### src/rtl/core/assert_macros.svh
// ----------------------------------------------------------------------------
// Assertion macros
// Shared concurrent assertion shorthands for the RTL of this project.
// ----------------------------------------------------------------------------
`ifndef ASSERT_MACROS_SVH
`define ASSERT_MACROS_SVH

`ifndef SYNTHESIS

`define ASSERT_NEVER(lbl, clk, rst_n, expr, msg) \
    lbl: assert property (@(posedge clk) disable iff (!rst_n) !(expr)) else $error(msg);

`define ASSERT_IMPLIES(lbl, clk, rst_n, ante, cons, msg) \
    lbl: assert property (@(posedge clk) disable iff (!rst_n) (ante) |-> (cons)) \
        else $error(msg);

`else

`define ASSERT_NEVER(lbl, clk, rst_n, expr, msg)

`define ASSERT_IMPLIES(lbl, clk, rst_n, ante, cons, msg)

`endif

`endif

### src/rtl/core/kgr_pkg.sv
// ----------------------------------------------------------------------------
// kgr_pkg
// Types and fixed constants shared by the group reverser modules.
// ----------------------------------------------------------------------------
package kgr_pkg;

    localparam int VALUE_W = 32;
    localparam int GSIZE_W = 5;
    // Count field wide enough for any supported group depth (up to 127).
    localparam int CNT_W   = 7;

    typedef struct packed {
        logic signed [VALUE_W-1:0] value;
        logic                      list_end;
    } t_in_item;

    typedef struct packed {
        logic signed [VALUE_W-1:0] out_value;
        logic                      end_of_list;
        logic                      burst_last;
    } t_out_item;

    typedef struct packed {
        logic             bank;
        logic [CNT_W-1:0] count;
        logic             reverse;
        logic             eol;
    } t_cmd;

    typedef struct packed {
        logic valid;
        logic bank;
    } t_release;

endpackage

### src/rtl/core/k_group_reverser.sv
// ----------------------------------------------------------------------------
// k_group_reverser
// Streams a list of signed values and reverses it in groups of group_size.
// ----------------------------------------------------------------------------
// Items are written into one of two RAM banks of MAX_K entries. A group that
// fills to group_size is emitted reversed; a short group closed by list_end is
// emitted in order. The front takes one item per cycle while its bank is
// free and stalls only when both banks wait for the back. The back issues one
// RAM read per cycle on the single read port while its output buffer has space,
// so a burst of n results leaves at one per cycle while the output is ready.
// The first result passes through the group queue, the back's command register,
// the RAM read register and the output buffer.
module k_group_reverser import kgr_pkg::*; #(
    parameter int MAX_K = 16
) (
    input  logic               i_clk,
    input  logic               i_rst_n,
    input  logic               i_in_valid,
    output logic               o_in_ready,
    input  t_in_item           i_in,
    output logic               o_out_valid,
    input  logic               i_out_ready,
    output t_out_item          o_out,
    input  logic               i_cfg_valid,
    output logic               o_cfg_ready,
    input  logic [GSIZE_W-1:0] i_cfg_data
);

`include "assert_macros.svh"

    localparam int AW = $clog2(2 * MAX_K);

    logic               we;
    logic [AW-1:0]      waddr;
    logic [VALUE_W-1:0] wdata;
    logic [AW-1:0]      raddr;
    logic [VALUE_W-1:0] rdata;
    logic               q_push;
    t_cmd               q_in_cmd;
    logic               q_pop;
    logic               q_valid;
    logic               q_full;
    t_cmd               q_out_cmd;
    t_release           release_bank;
    logic               q_overflow;
    logic               cmd_count_ok;
    logic               eol_seen;

    kgr_front #(.MAX_K(MAX_K)) u_front (
        .i_clk       (i_clk),
        .i_rst_n     (i_rst_n),
        .i_in_valid  (i_in_valid),
        .o_in_ready  (o_in_ready),
        .i_in        (i_in),
        .i_cfg_valid (i_cfg_valid),
        .o_cfg_ready (o_cfg_ready),
        .i_cfg_data  (i_cfg_data),
        .i_release   (release_bank),
        .o_we        (we),
        .o_waddr     (waddr),
        .o_wdata     (wdata),
        .o_push      (q_push),
        .o_cmd       (q_in_cmd)
    );

    kgr_cmd_queue u_queue (
        .i_clk   (i_clk),
        .i_rst_n (i_rst_n),
        .i_push  (q_push),
        .i_cmd   (q_in_cmd),
        .i_pop   (q_pop),
        .o_valid (q_valid),
        .o_full  (q_full),
        .o_cmd   (q_out_cmd)
    );

    kgr_ram #(.WIDTH(VALUE_W), .DEPTH(2 * MAX_K)) u_ram (
        .i_clk   (i_clk),
        .i_we    (we),
        .i_waddr (waddr),
        .i_wdata (wdata),
        .i_raddr (raddr),
        .o_rdata (rdata)
    );

    kgr_back #(.MAX_K(MAX_K)) u_back (
        .i_clk       (i_clk),
        .i_rst_n     (i_rst_n),
        .i_q_valid   (q_valid),
        .i_q_cmd     (q_out_cmd),
        .o_q_pop     (q_pop),
        .o_raddr     (raddr),
        .i_rdata     (rdata),
        .o_release   (release_bank),
        .o_out_valid (o_out_valid),
        .i_out_ready (i_out_ready),
        .o_out       (o_out)
    );

    assign q_overflow   = q_push && q_full && !q_pop;
    assign cmd_count_ok = (q_in_cmd.count != '0) && (q_in_cmd.count <= CNT_W'(MAX_K));
    assign eol_seen     = o_out_valid && o_out.end_of_list;

    `ASSERT_NEVER(a_queue_overflow, i_clk, i_rst_n, q_overflow, "group queue overflow")
    `ASSERT_IMPLIES(a_cmd_count, i_clk, i_rst_n, q_push, cmd_count_ok, "closed group has bad count")
    `ASSERT_IMPLIES(a_eol_is_last, i_clk, i_rst_n, eol_seen, o_out.burst_last, "end of list early")

endmodule

### src/rtl/core/kgr_ram.sv
// ----------------------------------------------------------------------------
// kgr_ram
// Generic single-write, single-read RAM with registered read data.
// ----------------------------------------------------------------------------
module kgr_ram #(
    parameter int WIDTH = 32,
    parameter int DEPTH = 32
) (
    input  logic                     i_clk,
    input  logic                     i_we,
    input  logic [$clog2(DEPTH)-1:0] i_waddr,
    input  logic [WIDTH-1:0]         i_wdata,
    input  logic [$clog2(DEPTH)-1:0] i_raddr,
    output logic [WIDTH-1:0]         o_rdata
);

    logic [WIDTH-1:0] r_mem [DEPTH];
    logic [WIDTH-1:0] r_rdata;

    always_ff @(posedge i_clk) begin
        if (i_we) begin
            r_mem[i_waddr] <= i_wdata;
        end
        r_rdata <= r_mem[i_raddr];
    end

    assign o_rdata = r_rdata;

endmodule

### src/rtl/core/kgr_front.sv
// ----------------------------------------------------------------------------
// kgr_front
// Accepts list items, writes them into the active bank and closes groups.
// ----------------------------------------------------------------------------
module kgr_front import kgr_pkg::*; #(
    parameter int MAX_K = 16
) (
    input  logic                         i_clk,
    input  logic                         i_rst_n,
    input  logic                         i_in_valid,
    output logic                         o_in_ready,
    input  t_in_item                     i_in,
    input  logic                         i_cfg_valid,
    output logic                         o_cfg_ready,
    input  logic [GSIZE_W-1:0]           i_cfg_data,
    input  t_release                     i_release,
    output logic                         o_we,
    output logic [$clog2(2*MAX_K)-1:0]   o_waddr,
    output logic [VALUE_W-1:0]           o_wdata,
    output logic                         o_push,
    output t_cmd                         o_cmd
);

    localparam int AW = $clog2(2 * MAX_K);
    localparam int FW = $clog2(MAX_K + 1);

    logic [GSIZE_W-1:0] r_group_size;
    logic [FW-1:0]      r_fill, n_fill;
    logic               r_wbank, n_wbank;
    logic [1:0]         r_busy, n_busy;

    logic               accept;
    logic [CNT_W-1:0]   k_eff;
    logic [CNT_W-1:0]   n_held;
    logic               full_group;
    logic               close;

    assign o_cfg_ready = 1'b1;
    assign o_in_ready  = !r_busy[r_wbank];
    assign accept      = i_in_valid && o_in_ready;

    always_comb begin
        if (r_group_size == '0) begin
            k_eff = CNT_W'(1);
        end else if (CNT_W'(r_group_size) > CNT_W'(MAX_K)) begin
            k_eff = CNT_W'(MAX_K);
        end else begin
            k_eff = CNT_W'(r_group_size);
        end
    end

    assign n_held     = CNT_W'(r_fill) + CNT_W'(1);
    assign full_group = (n_held >= k_eff);
    assign close      = accept && (full_group || i_in.list_end);

    assign o_we    = accept;
    assign o_waddr = (r_wbank ? AW'(MAX_K) : AW'(0)) + AW'(r_fill);
    assign o_wdata = i_in.value;

    assign o_push        = close;
    assign o_cmd.bank    = r_wbank;
    assign o_cmd.count   = n_held;
    assign o_cmd.reverse = full_group;
    assign o_cmd.eol     = i_in.list_end;

    always_comb begin
        n_fill  = r_fill;
        n_wbank = r_wbank;
        n_busy  = r_busy;
        if (i_release.valid) begin
            n_busy[i_release.bank] = 1'b0;
        end
        if (close) begin
            n_fill          = '0;
            n_wbank         = !r_wbank;
            n_busy[r_wbank] = 1'b1;
        end else if (accept) begin
            n_fill = FW'(n_held);
        end
    end

    always_ff @(posedge i_clk) begin
        if (!i_rst_n) begin
            r_group_size <= GSIZE_W'(1);
            r_fill       <= '0;
            r_wbank      <= 1'b0;
            r_busy       <= '0;
        end else begin
            if (i_cfg_valid) begin
                r_group_size <= i_cfg_data;
            end
            r_fill  <= n_fill;
            r_wbank <= n_wbank;
            r_busy  <= n_busy;
        end
    end

endmodule

### src/rtl/core/kgr_cmd_queue.sv
// ----------------------------------------------------------------------------
// kgr_cmd_queue
// Two-entry queue of closed groups between the front and the back.
// ----------------------------------------------------------------------------
module kgr_cmd_queue import kgr_pkg::*; (
    input  logic i_clk,
    input  logic i_rst_n,
    input  logic i_push,
    input  t_cmd i_cmd,
    input  logic i_pop,
    output logic o_valid,
    output logic o_full,
    output t_cmd o_cmd
);

    t_cmd       r_e0, r_e1;
    logic [1:0] r_cnt;

    assign o_valid = (r_cnt != 2'd0);
    assign o_full  = (r_cnt == 2'd2);
    assign o_cmd   = r_e0;

    always_ff @(posedge i_clk) begin
        if (i_pop) begin
            if (i_push && r_cnt == 2'd1) begin
                r_e0 <= i_cmd;
            end else begin
                r_e0 <= r_e1;
            end
            if (i_push && r_cnt == 2'd2) begin
                r_e1 <= i_cmd;
            end
        end else if (i_push) begin
            if (r_cnt == 2'd0) begin
                r_e0 <= i_cmd;
            end else begin
                r_e1 <= i_cmd;
            end
        end
    end

    always_ff @(posedge i_clk) begin
        if (!i_rst_n) begin
            r_cnt <= 2'd0;
        end else begin
            r_cnt <= r_cnt + 2'(i_push) - 2'(i_pop);
        end
    end

endmodule

### src/rtl/core/kgr_back.sv
// ----------------------------------------------------------------------------
// kgr_back
// Reads closed groups out of the RAM in the right order into a two-entry
// output buffer.
// ----------------------------------------------------------------------------
module kgr_back import kgr_pkg::*; #(
    parameter int MAX_K = 16
) (
    input  logic                       i_clk,
    input  logic                       i_rst_n,
    input  logic                       i_q_valid,
    input  t_cmd                       i_q_cmd,
    output logic                       o_q_pop,
    output logic [$clog2(2*MAX_K)-1:0] o_raddr,
    input  logic [VALUE_W-1:0]         i_rdata,
    output t_release                   o_release,
    output logic                       o_out_valid,
    input  logic                       i_out_ready,
    output t_out_item                  o_out
);

    localparam int AW = $clog2(2 * MAX_K);
    localparam int FW = $clog2(MAX_K + 1);

    logic          r_act;
    t_cmd          r_cmd;
    logic [FW-1:0] r_cnt;
    logic          r_pend;
    logic          r_tag_last;
    logic          r_tag_eol;

    t_out_item     r_b0, r_b1;
    logic [1:0]    r_occ;

    logic          pop_out;
    logic          space;
    logic          issue;
    logic          issue_last;
    logic [FW-1:0] cnt_inc;
    logic [FW-1:0] offset;
    t_out_item     new_item;

    assign pop_out = o_out_valid && i_out_ready;
    assign space   = ((r_occ + 2'(r_pend)) < 2'd2) || pop_out;
    assign issue   = r_act && space;
    assign cnt_inc = r_cnt + FW'(1);
    assign issue_last = issue && (cnt_inc == FW'(r_cmd.count));

    assign offset  = r_cmd.reverse ? (FW'(r_cmd.count) - cnt_inc) : r_cnt;
    assign o_raddr = (r_cmd.bank ? AW'(MAX_K) : AW'(0)) + AW'(offset);

    assign o_q_pop = i_q_valid && (!r_act || issue_last);

    assign o_release.valid = issue_last;
    assign o_release.bank  = r_cmd.bank;

    assign new_item.out_value   = i_rdata;
    assign new_item.end_of_list = r_tag_eol;
    assign new_item.burst_last  = r_tag_last;

    assign o_out_valid = (r_occ != 2'd0);
    assign o_out       = r_b0;

    always_ff @(posedge i_clk) begin
        if (o_q_pop) begin
            r_cmd <= i_q_cmd;
            r_cnt <= '0;
        end else if (issue) begin
            r_cnt <= cnt_inc;
        end
        r_tag_last <= issue_last;
        r_tag_eol  <= issue_last && r_cmd.eol;
    end

    always_ff @(posedge i_clk) begin
        if (pop_out) begin
            if (r_pend && r_occ == 2'd1) begin
                r_b0 <= new_item;
            end else begin
                r_b0 <= r_b1;
            end
            if (r_pend && r_occ == 2'd2) begin
                r_b1 <= new_item;
            end
        end else if (r_pend) begin
            if (r_occ == 2'd0) begin
                r_b0 <= new_item;
            end else begin
                r_b1 <= new_item;
            end
        end
    end

    always_ff @(posedge i_clk) begin
        if (!i_rst_n) begin
            r_act  <= 1'b0;
            r_pend <= 1'b0;
            r_occ  <= 2'd0;
        end else begin
            if (o_q_pop) begin
                r_act <= 1'b1;
            end else if (issue_last) begin
                r_act <= 1'b0;
            end
            r_pend <= issue;
            r_occ  <= r_occ + 2'(r_pend) - 2'(pop_out);
        end
    end

endmodule

### config.mk
export PLATFORM = sky130hd
export DESIGN_NAME = k_group_reverser
export DESIGN_NICKNAME = d
export VERILOG_FILES = /design/src/rtl/core/kgr_pkg.sv /design/src/rtl/core/k_group_reverser.sv /design/src/rtl/core/kgr_ram.sv /design/src/rtl/core/kgr_front.sv /design/src/rtl/core/kgr_cmd_queue.sv /design/src/rtl/core/kgr_back.sv
export VERILOG_INCLUDE_DIRS = /design/src /design/src/rtl/core
export SDC_FILE = /design/constraint.sdc
export NUM_CORES = 1
export LEC_CHECK = 0
export BUFFER_PORTS_ARGS = -buffer_cell sky130_fd_sc_hd__buf_2
export CAP_MARGIN = 15
export CORE_ASPECT_RATIO = 0.75
export CORE_UTILIZATION = 49
export DETAILED_ROUTE_END_ITERATION = 8
export PLACE_DENSITY = 0.63
export SYNTH_ARGS = -nofsm -noshare
export SYNTH_HDL_FRONTEND = slang
export SYNTH_SLANG_ARGS = --single-unit
### constraint.sdc
create_clock -name i_clk -period 4.3 [get_ports i_clk]
set_clock_uncertainty 0.05 [all_clocks]
set_input_delay 0.645 -clock i_clk [delete_from_list [all_inputs] [get_ports i_clk]]
set_output_delay 0.645 -clock i_clk [all_outputs]
set_load 0.02 [all_outputs]
Yosys cells after proc, flatten, opt, wreduce, memory -nomap -nowiden
Memories as Yosys holds them, arrays and structs flattened. A register that Yosys moved wholly into a read port is not among the register bits.
Cells that the tools add are included.
{ "totals": {"reg_bits": 120, "mem_bits_rw": 1024, "in_bits": 43, "output_inout_bits": 37, "wordCells": 126, "mem_count": 1} }
{ "mem_list": {"columns": ["name", "words", "width", "read_ports", "rd_clocked_by_memory_dff", "wr", "line", "rtl"], "rows": [
  ["u_ram.r_mem", 32, 32, 1, 1, 1, "kgr_ram.sv:17", "logic [WIDTH-1:0] r_mem [DEPTH];"]
]} }
{ "op_classes": {"add_sub_neg": 9, "n_lt_le_gt_ge": 7, "n_eq_ne": 9, "n_mux": 33, "bitwise_logic": 4, "reduce_logical": 34} }
{ "op_table": {"columns": ["operator", "count"], "rows": [
  ["34-bit two-way mux", 8],
  ["10-bit two-way mux", 8],
  ["5-bit two-way mux", 4],
  ["2-bit nonzero test", 7],
  ["1-bit logical AND", 13],
  ["5-bit adder", 2],
  ["1-bit two-way mux", 8],
  ["7-bit greater-or-equal comparator", 1],
  ["7-bit two-way mux", 1],
  ["5-bit by 1-bit adder with 6-bit output (second input constant)", 1],
  ["3-bit AND reduction", 2],
  ["5-bit by 1-bit adder with 5-bit output (second input constant)", 1],
  ["5-bit equality test", 1],
  ["5-bit > comparator (second input constant)", 1],
  ["5-bit logical NOT", 1],
  ["5-bit subtractor", 1],
  ["2-bit by 1-bit adder with 2-bit output", 2],
  ["2-bit by 1-bit equality test with 1-bit output (second input constant)", 2],
  ["2-bit equality test (second input constant)", 2],
  ["2-bit logical NOT", 2],
  ["1-bit by 2-bit < comparator with 1-bit output (second input constant)", 2],
  ["2-bit two-way mux", 2],
  ["2-bit by 1-bit != test with 1-bit output (second input constant)", 2],
  ["2-bit != test (second input constant)", 2],
  ["12 further kinds", 20]
]} }

Logic depth before layout (Yosys ltp)
Gate-level depths: netlist of the first run.
{ "depth": {"word_depth": 9, "depth_mapped": 15, "depth_no_buf": 13} }

Modules after synthesis
From an unflattened synthesis of the first run, not the netlist that was laid out.
{ "unflattened": {"hier_cells": 2694, "area_unflattened_um2": 46231.8} }
{ "by_module_without_submodules": {"columns": ["module", "n_inst", "cells_per_inst", "area_each_um2", "seq_area_each_um2"], "rows": [
  ["kgr_ram", 1, 2260, 40485.1, 31390.1],
  ["kgr_back", 1, 215, 3533.4, 2502.4],
  ["kgr_cmd_queue", 1, 82, 1109.8, 640.6],
  ["kgr_front", 1, 137, 1103.6, 260.2]
]} }

Least setup slack after synthesis of the first run
Ideal clock, no wire load.
{ "synth_timing": {"kind": "register -> register", "startpoint": "register u_front.r_wbank", "endpoint": "memory u_ram.r_mem[15][0] (enable)", "setup_ps": 421, "arrival_ps": 3116, "required_ps": 3829, "setup_slack_ps": 713, "path_stages_with_launch": 7, "path_buffers": 2, "period_less_slack_ps": 3587, "cell_sequence": "dfxtp_1 clkbuf_1 mux2i_1 and2_1 clkbuf_1 nand2_1 nor2_1"} }
{ "synth_between": {"elab_chain_len": 6, "elab_cells_between_ends": 8, "cone_classes": "add/sub (1); mux (5); reduce/logical (2)"} }
{ "synth_rtl": {"columns": ["element", "line", "rtl"], "rows": [
  ["start: declaration", "kgr_front.sv:29", "logic r_wbank, n_wbank;"],
  ["start signal: assignment", "kgr_front.sv:93", "r_wbank <= n_wbank;"],
  ["1-bit two-way mux (implied by the code) (2 in series)", "kgr_front.sv:39", "assign o_in_ready = !r_busy[r_wbank];"],
  ["1-bit logical NOT", "kgr_front.sv:39", null],
  ["net o_in_ready", "k_group_reverser.sv:19", "output logic o_in_ready,"],
  ["1-bit logical AND", "kgr_front.sv:40", "assign accept = i_in_valid && o_in_ready;"],
  ["1-bit two-way mux", "kgr_ram.sv:21", "if (i_we) begin"],
  ["1-bit two-way mux (implied by the code)", "kgr_ram.sv:22", "r_mem[i_waddr] <= i_wdata;"],
  ["end: declaration", "kgr_ram.sv:17", null]
]} }
The timed path passes the listed nets, and every way through them passes these cells. The select of a mux whose other input is x is not followed.

Final worst setup path of the first run
{ "layout_timing": {"startpoint": "register u_back.r_cnt[1]", "endpoint": "register u_ram.r_rdata[29] (netlist: u_ram.o_rdata[29]), read port of u_ram.r_mem"} }
{ "layout_between": {"elab_chain_len": 4} }
{ "layout_rtl": {"columns": ["element", "line", "rtl"], "rows": [
  ["start: declaration", "kgr_back.sv:27", "logic [FW-1:0] r_cnt;"],
  ["start signal: assignment", "kgr_back.sv:69", "r_cnt <= cnt_inc;"],
  ["5-bit by 1-bit adder with 5-bit output", "kgr_back.sv:46", "assign cnt_inc = r_cnt + FW'(1);"],
  ["net u_back.cnt_inc[1]", "kgr_back.sv:39", "logic [FW-1:0] cnt_inc;"],
  ["5-bit subtractor", "kgr_back.sv:49", "assign offset = r_cmd.reverse ? (FW'(r_cmd.count) - cnt_inc) : r_cnt;"],
  ["5-bit two-way mux", "kgr_back.sv:49", null],
  ["5-bit adder", "kgr_back.sv:50", "assign o_raddr = (r_cmd.bank ? AW'(MAX_K) : AW'(0)) + AW'(offset);"],
  ["end: declaration", "kgr_ram.sv:18", "logic [WIDTH-1:0] r_rdata;"]
]} }
The timed path passes the listed nets, and every way through them passes these cells.
A chain may end at the register's enable or synchronous reset.

==> results.tsv, run 1 <==
metric	value	unit
status	finished clean	
critical path class	reg -> reg	
Final Max Tran Viols	0	
Synth Register Bits	1174	
share of cells above drive strength 1	14.4	%
vias in the first global route	30900	
hold buffer count at CTS	0	
Clk pwr share	22.6	%
CP Max Fanout	19	
sequential power share	31.1	%
crit path time final	4.13	ns
Area Overhead vs Synth	13.2	%
setup violators final	0	
Final #Nets	3788	
Final GP Congestion	0.827	
FFs w/ async S/R, synth	0	%
largest net degree at the start of global routing	152	
Syn Std Cell Area	0.0498	mm^2
clock tree root driver cell	clkbuf_16	
Synth Instances	3654	
number of buffers created by CTS	113	
Finished Layout Cells	5147	
Die Height	278	um
IO Port Bufs	78	
Die Wd	370	um
top post-synthesis cells by area	edfxtp_1 (67%), nor2b_1 (3.8%), o22ai_1 (3.6%)	
post-route antenna net violation count	0	
CP max stage delay	0.94	ns
syn_area_per_cell	13.6	um^2
final hold vios	0	
fmax	242	MHz
Synth top cells by count	edfxtp_1 (1116), nor2_1 (366), nor2b_1 (299)	
minimum hold slack	0.104	ns
Setup WS pre-CTS	0.120	ns
global-route wire length before repair	211000	um
Max VDD drop	0.764	mV
Crit. End Element	flop	
boundary pin count	80	
sequential-to-total area share from yosys stat	69.6	%
post-synth top area cell	edfxtp_1	
DRC Markers	0	
max_slew headroom	12.7	%
initial antenna violation count	4	
CP Cell Sequence	ha_1 -> inv_1 -> ha_1 -> nor2b_1 -> o2111ai_1 -> o211a_4 -> buf_4 -> nor4_1 -> nor4_1 -> mux2i_1	
Pwr Total	0.0441	W
1st-pass router iterations	5	
routed via count	32500	
Switching Share	40.4	%
DR vias/cell	6.32	
switching power	0.0178	W
library cells used by synthesis	61	
Top FF cell, synth	edfxtp_1	
Worst-Margin Slew	1.30	ns
GRT Resource Usage Total	27.9	%
Clock Latency Late Sink	0.72	ns
total die area	0.103	mm^2
remaining global-route overflow	0	
setup ws final	0.169	ns
final setup TNS	0	ns
TritonCTS clock tree	done	
setup bufs post-CTS	0	
placed cell count	4936	
RSZ-0062 raised after global routing	false	
EDFF count, synth	1116	
starting DRC count in detailed routing	3659	
Slowest-stage cell, CP	nor4_1	
DP HPWL	80600	um
cts repair resizes	0	
syn_nets	3716	
row count	100	
CP required	4.80	ns
total number of H-tree levels	3	
Worst setup SP type	flop	
Combinational Power Share	46.3	%
leakage power	18.5	nW
WL final	144000	um
count leader, synth	edfxtp_1	
Initial Utilization	49.8	%
Internal	0.0263	W
Core ar.	0.100	mm^2
Worst Hold Class	in -> reg	
yosys synthesis warning count	0	
period utilization	96.1	%
CP Data Arrival Time	4.63	ns
Max-Cap Viols	0	
Yosys top cell area share	67.3	%
CTS Buffer Depth	3	
PD cells	782	mW/mm^2
Wirelength per Cell	28.1	um
clk slew on worst S/H paths	0.07	ns
CTS sink cnt	1174	
logic make-up after synthesis:
kind of cell    Yosys count  synth area share (%)
compound gates          650                  8.51
xor+xnor                 20                 0.382
fa+ha+maj                19                 0.492
buf+inv                 298                  2.58
flops                  1174                  69.6
mux                     179                  4.51
other cells               1               0.00753
simple gates           1313                  13.9
power by group through the flow:
| stage | clock, W | sequential [W] | combinational (W) |
|---|---|---|---|
| after floorplan | 0 | 0.0138 | 0.0124 |
| after global placement | 0 | 0.0139 | 0.0199 |
| after detailed placement | 0 | 0.0139 | 0.0200 |
| after CTS | 0.0101 | 0.0137 | 0.0201 |
| after global routing | 0.0105 | 0.0137 | 0.0217 |
| final | 0.00996 | 0.0137 | 0.0204 |
through the flow:
step	util, %	cell area, um^2
after global placement	52.7	52700
after CTS	56.4	56400
after detailed placement	52.7	52700
final	56.4	56400
after floorplan	-	49800
after global routing	56.4	56400
path summary, 6_finish.rpt:
check	from	to	slack, ns	cells after the start
worst min register to register	u_queue.o_cmd[9]$_DFFE_PP_	u_back.o_release[0]$_DFFE_PN_	0.37	0
worst max register to register	u_back.r_cnt[1]$_SDFFE_PN0P_	u_ram.o_rdata[29]$_DFF_P_	0.17	10
worst max-delay path	u_back.r_cnt[1]$_SDFFE_PN0P_	u_ram.o_rdata[29]$_DFF_P_	0.17	10
worst min-delay path	i_cfg_data[0]	u_front.r_group_size[0]$_SDFFE_PN1P_	0.10	3
state kept, by name, summed over array words and instances, names as in the netlist, 2 cells and up:
name                  flops
u_queue.r_cnt             2
u_back.r_cnt              5
u_front.r_fill            5
u_queue.r_e1              8
u_ram.r_mem            1024
u_back.r_occ              2
u_front.r_group_size      5
u_front.r_busy            2
u_back.o_out             34
u_back.r_cmd              7
u_ram.o_rdata            32
u_queue.o_cmd             8
u_back.r_b1              34
cell type report:
type	instances	area, um^2
multi-input cells	2182	14300
clock inverters	45	442
fillers	7942	43600
inverters	15	56.3
repair buffers	240	2000
clock buffers	164	3230
flip-flops and latches	1174	34700
diodes	1	2.50
well taps	1326	1660
worst max-delay path: cells and delay by family (launching register included):
family	cells	cell delay (ns)
adder cells (fa/ha/maj)	2	0.57
buffers and inverters	2	0.43
AO/OA/AOI/OAI	2	0.96
multiplexers	1	0.16
AND/OR/NAND/NOR	3	1.19
flip-flops	1	0.59
cells in the final DEF (no fill, tap or decap), drive strengths merged, types with 9 or more instances in the layout:
cell type and instances:
mux2i 104, xnor2 12, a22o 32, a211oi 97, buf 240, and3 68
nand3 10, edfxtp 1116, nand2b 36, mux2 43, clkbuf 164, ha 18
mux4 32, inv 18, a21oi 168, nor3 227, nor2b 299, nor2 368
a2111oi 33, or3 130, o22ai 288, nor4 128, dfxtp 58, nand2 30
a21boi 9, clkinv 32
routing by layer:
metal	up-vias	share of wire [%]	GRT usage, %
met3	230	10	6.46
met2	1682	44	40.9
met4	2	2.3	7.33
li1	14300	-	-
met1	16300	43	41.7
met5	-	0.0076	0
Power figures use the tool's default switching activity.
==> run 2, diff against run 1 <==
--- a/config.mk
+++ b/config.mk
@@ -9,9 +9,11 @@
 export BUFFER_PORTS_ARGS = -buffer_cell sky130_fd_sc_hd__buf_2
 export CAP_MARGIN = 15
 export CORE_ASPECT_RATIO = 0.75
-export CORE_UTILIZATION = 49
+export CORE_UTILIZATION = 62
 export DETAILED_ROUTE_END_ITERATION = 8
-export PLACE_DENSITY = 0.63
+export PLACE_DENSITY = 0.77
+export SLEW_MARGIN = 25
 export SYNTH_ARGS = -nofsm -noshare
 export SYNTH_HDL_FRONTEND = slang
+export SYNTH_HIERARCHICAL = 1
 export SYNTH_SLANG_ARGS = --single-unit
==> results.tsv, run 2 <==
metric	value	unit
period utilization	88.7	%
Internal	0.0241	W
WL final	109000	um
fmax	262	MHz
CP Launch Point	u_front/r_fill[0]$_SDFFE_PP0P_	
share of cells above drive strength 1	14.8	%
Initial Utilization	62.6	%
remaining global-route overflow	0	
Syn Std Cell Area	0.0460	mm^2
CP Max Fanout	13	
Clock Latency Late Sink	0.70	ns
final hold vios	0	
sequential power share	36.9	%
Final #Nets	2834	
total die area	0.0754	mm^2
status	finished clean	
RSZ-0062 raised after global routing	false	
syn_nets	2739	
cts repair resizes	0	
hold buffer count at CTS	0	
most common cell after layout, fill and taps aside	edfxtp_1	
GRT Resource Usage Total	29.0	%
CP required	4.68	ns
largest net degree at the start of global routing	77	
CP Data Arrival Time	4.20	ns
Die Height	238	um
IO Port Bufs	78	
max FFs per register	1024	
Clk pwr share	25.4	%
area taken by multi-input logic gates	0.0104	mm^2
setup violators final	0	
Switching Share	35.4	%
Worst Hold Class	in -> reg	
Final Max Tran Viols	0	
flop-to-flop setup slack	0.49	ns
ANT cells	0	
RR Endpoint	u_queue/o_cmd[0]$_DFFE_PP_	
DRC Markers	0	
crit path time final	3.81	ns
Core ar.	0.0735	mm^2
Combinational Power Share	37.8	%
setup ws final	0.488	ns
CTS sink cnt	1174	
clock tree root driver cell	clkbuf_16	
Wirelength per Cell	28.4	um
DP HPWL	59700	um
Crit. End Element	flop	
boundary pin count	80	
starting DRC count in detailed routing	3201	
Worst-Margin Slew	0.903	ns
CTS Buffer Depth	3	
Fillers	4556	
critical path class	reg -> reg	
worst setup path endpoint	u_queue/o_cmd[0]$_DFFE_PP_	
largest register by flop count	u_ram/r_mem	
R2R Path Start	u_front/r_fill[0]$_SDFFE_PP0P_	
vias in the first global route	24500	
syn_area_per_cell	17.2	um^2
total number of H-tree levels	3	
clk slew on worst S/H paths	0.06	ns
leakage power	18.0	nW
Max VDD drop	0.726	mV
1st-pass router iterations	8	
DR vias/cell	6.49	
setup bufs post-CTS	0	
PD cells	727	mW/mm^2
final setup TNS	0	ns
post-route antenna net violation count	0	
yosys synthesis warning count	6	
global-route wire length before repair	159000	um
Max-Cap Viols	0	
Area Overhead vs Synth	11.4	%
most frequent cells in the layout	edfxtp_1 (1116), mux2i_1 (521), nand2_1 (125), nand3_1 (109), clkbuf_16 (108)	
Setup WS pre-CTS	0.579	ns
routed via count	24900	
switching power	0.0132	W
Reg2Reg Depth	10	
initial antenna violation count	3	
Die Wd	317	um
flip-flop and latch area	0.0347	mm^2
Worst setup SP type	flop	
Pwr Total	0.0373	W
row count	86	
Synth Instances	2680	
TritonCTS clock tree	done	
fin util	69.8	%
Final GP Congestion	0.823	
max_slew headroom	39.5	%
number of buffers created by CTS	108	
-- run 2: area by class of cell --
class                   instances  area share [%]
clock inverters                70            1.32
inverters                      20           0.146
flip-flops and latches       1174            67.6
multi-input cells            1302            20.3
clock buffers                 135            5.51
repair buffers                169            2.75
well taps                     968            2.36
-- run 2: worst min-delay path by stage --
stage                                from                             to  cells past startpoint
3_3_place_gp   u_queue/o_cmd[5]$_DFFE_PP_      u_back/r_cmd[5]$_DFFE_PP_                      0
3_5_place_dp   u_queue/o_cmd[0]$_DFFE_PP_      u_back/r_cmd[0]$_DFFE_PP_                      0
4_1_cts                           i_in[0]      u_queue/r_e1[0]$_DFFE_PP_                      1
5_1_grt                           i_in[0]      u_queue/r_e1[0]$_DFFE_PP_                      1
2_1_floorplan  u_queue/o_cmd[9]$_DFFE_PP_  u_back/o_release[0]$_DFFE_PP_                      0
6_report                          i_in[0]      u_queue/r_e1[0]$_DFFE_PP_                      1
-- run 2: worst max-delay path, stage by stage, from the launching register on --
cell and delay [ns]:
dfxtp_1 0.52, ha_1 0.29, nand3_1 0.11, xnor2_1 0.44, ha_1 0.23, nand2_1 0.09
a211oi_2 0.27, nor4_4 0.13, nor2_1 0.70, and3b_1 0.56, o211ai_2 0.14
-- run 2: through the flow --
stage | hold slack [ns] | instance area (um^2) | instances
3_3_place_gp | 0.355 | 47800 | 3633
4_1_cts | 0.113 | 51300 | 3838
5_1_grt | 0.144 | 51300 | 3838
3_5_place_dp | 0.355 | 47800 | 3633
2_1_floorplan | 0.350 | 46000 | 2680
6_report | 0.144 | 51300 | 3838
-- run 2: per-layer routing --
| metal | part of all wire (%) | vias up | global-route usage [%] |
|---|---|---|---|
| met5 | 0.023 | - | 0 |
| met4 | 2.6 | 4 | 8.04 |
| met3 | 10 | 195 | 5.48 |
| met2 | 46 | 1324 | 44.9 |
| met1 | 41 | 12700 | 42.6 |
| li1 | - | 10600 | - |
-- run 2: power groups by stage --
stage          clock network [W]  logic, W  registers (W)
2_1_floorplan                  0   0.00983         0.0139
3_3_place_gp                   0    0.0135         0.0140
3_5_place_dp                   0    0.0138         0.0140
4_1_cts                  0.00955    0.0139         0.0137
5_1_grt                  0.00996    0.0149         0.0138
6_report                 0.00946    0.0141         0.0137
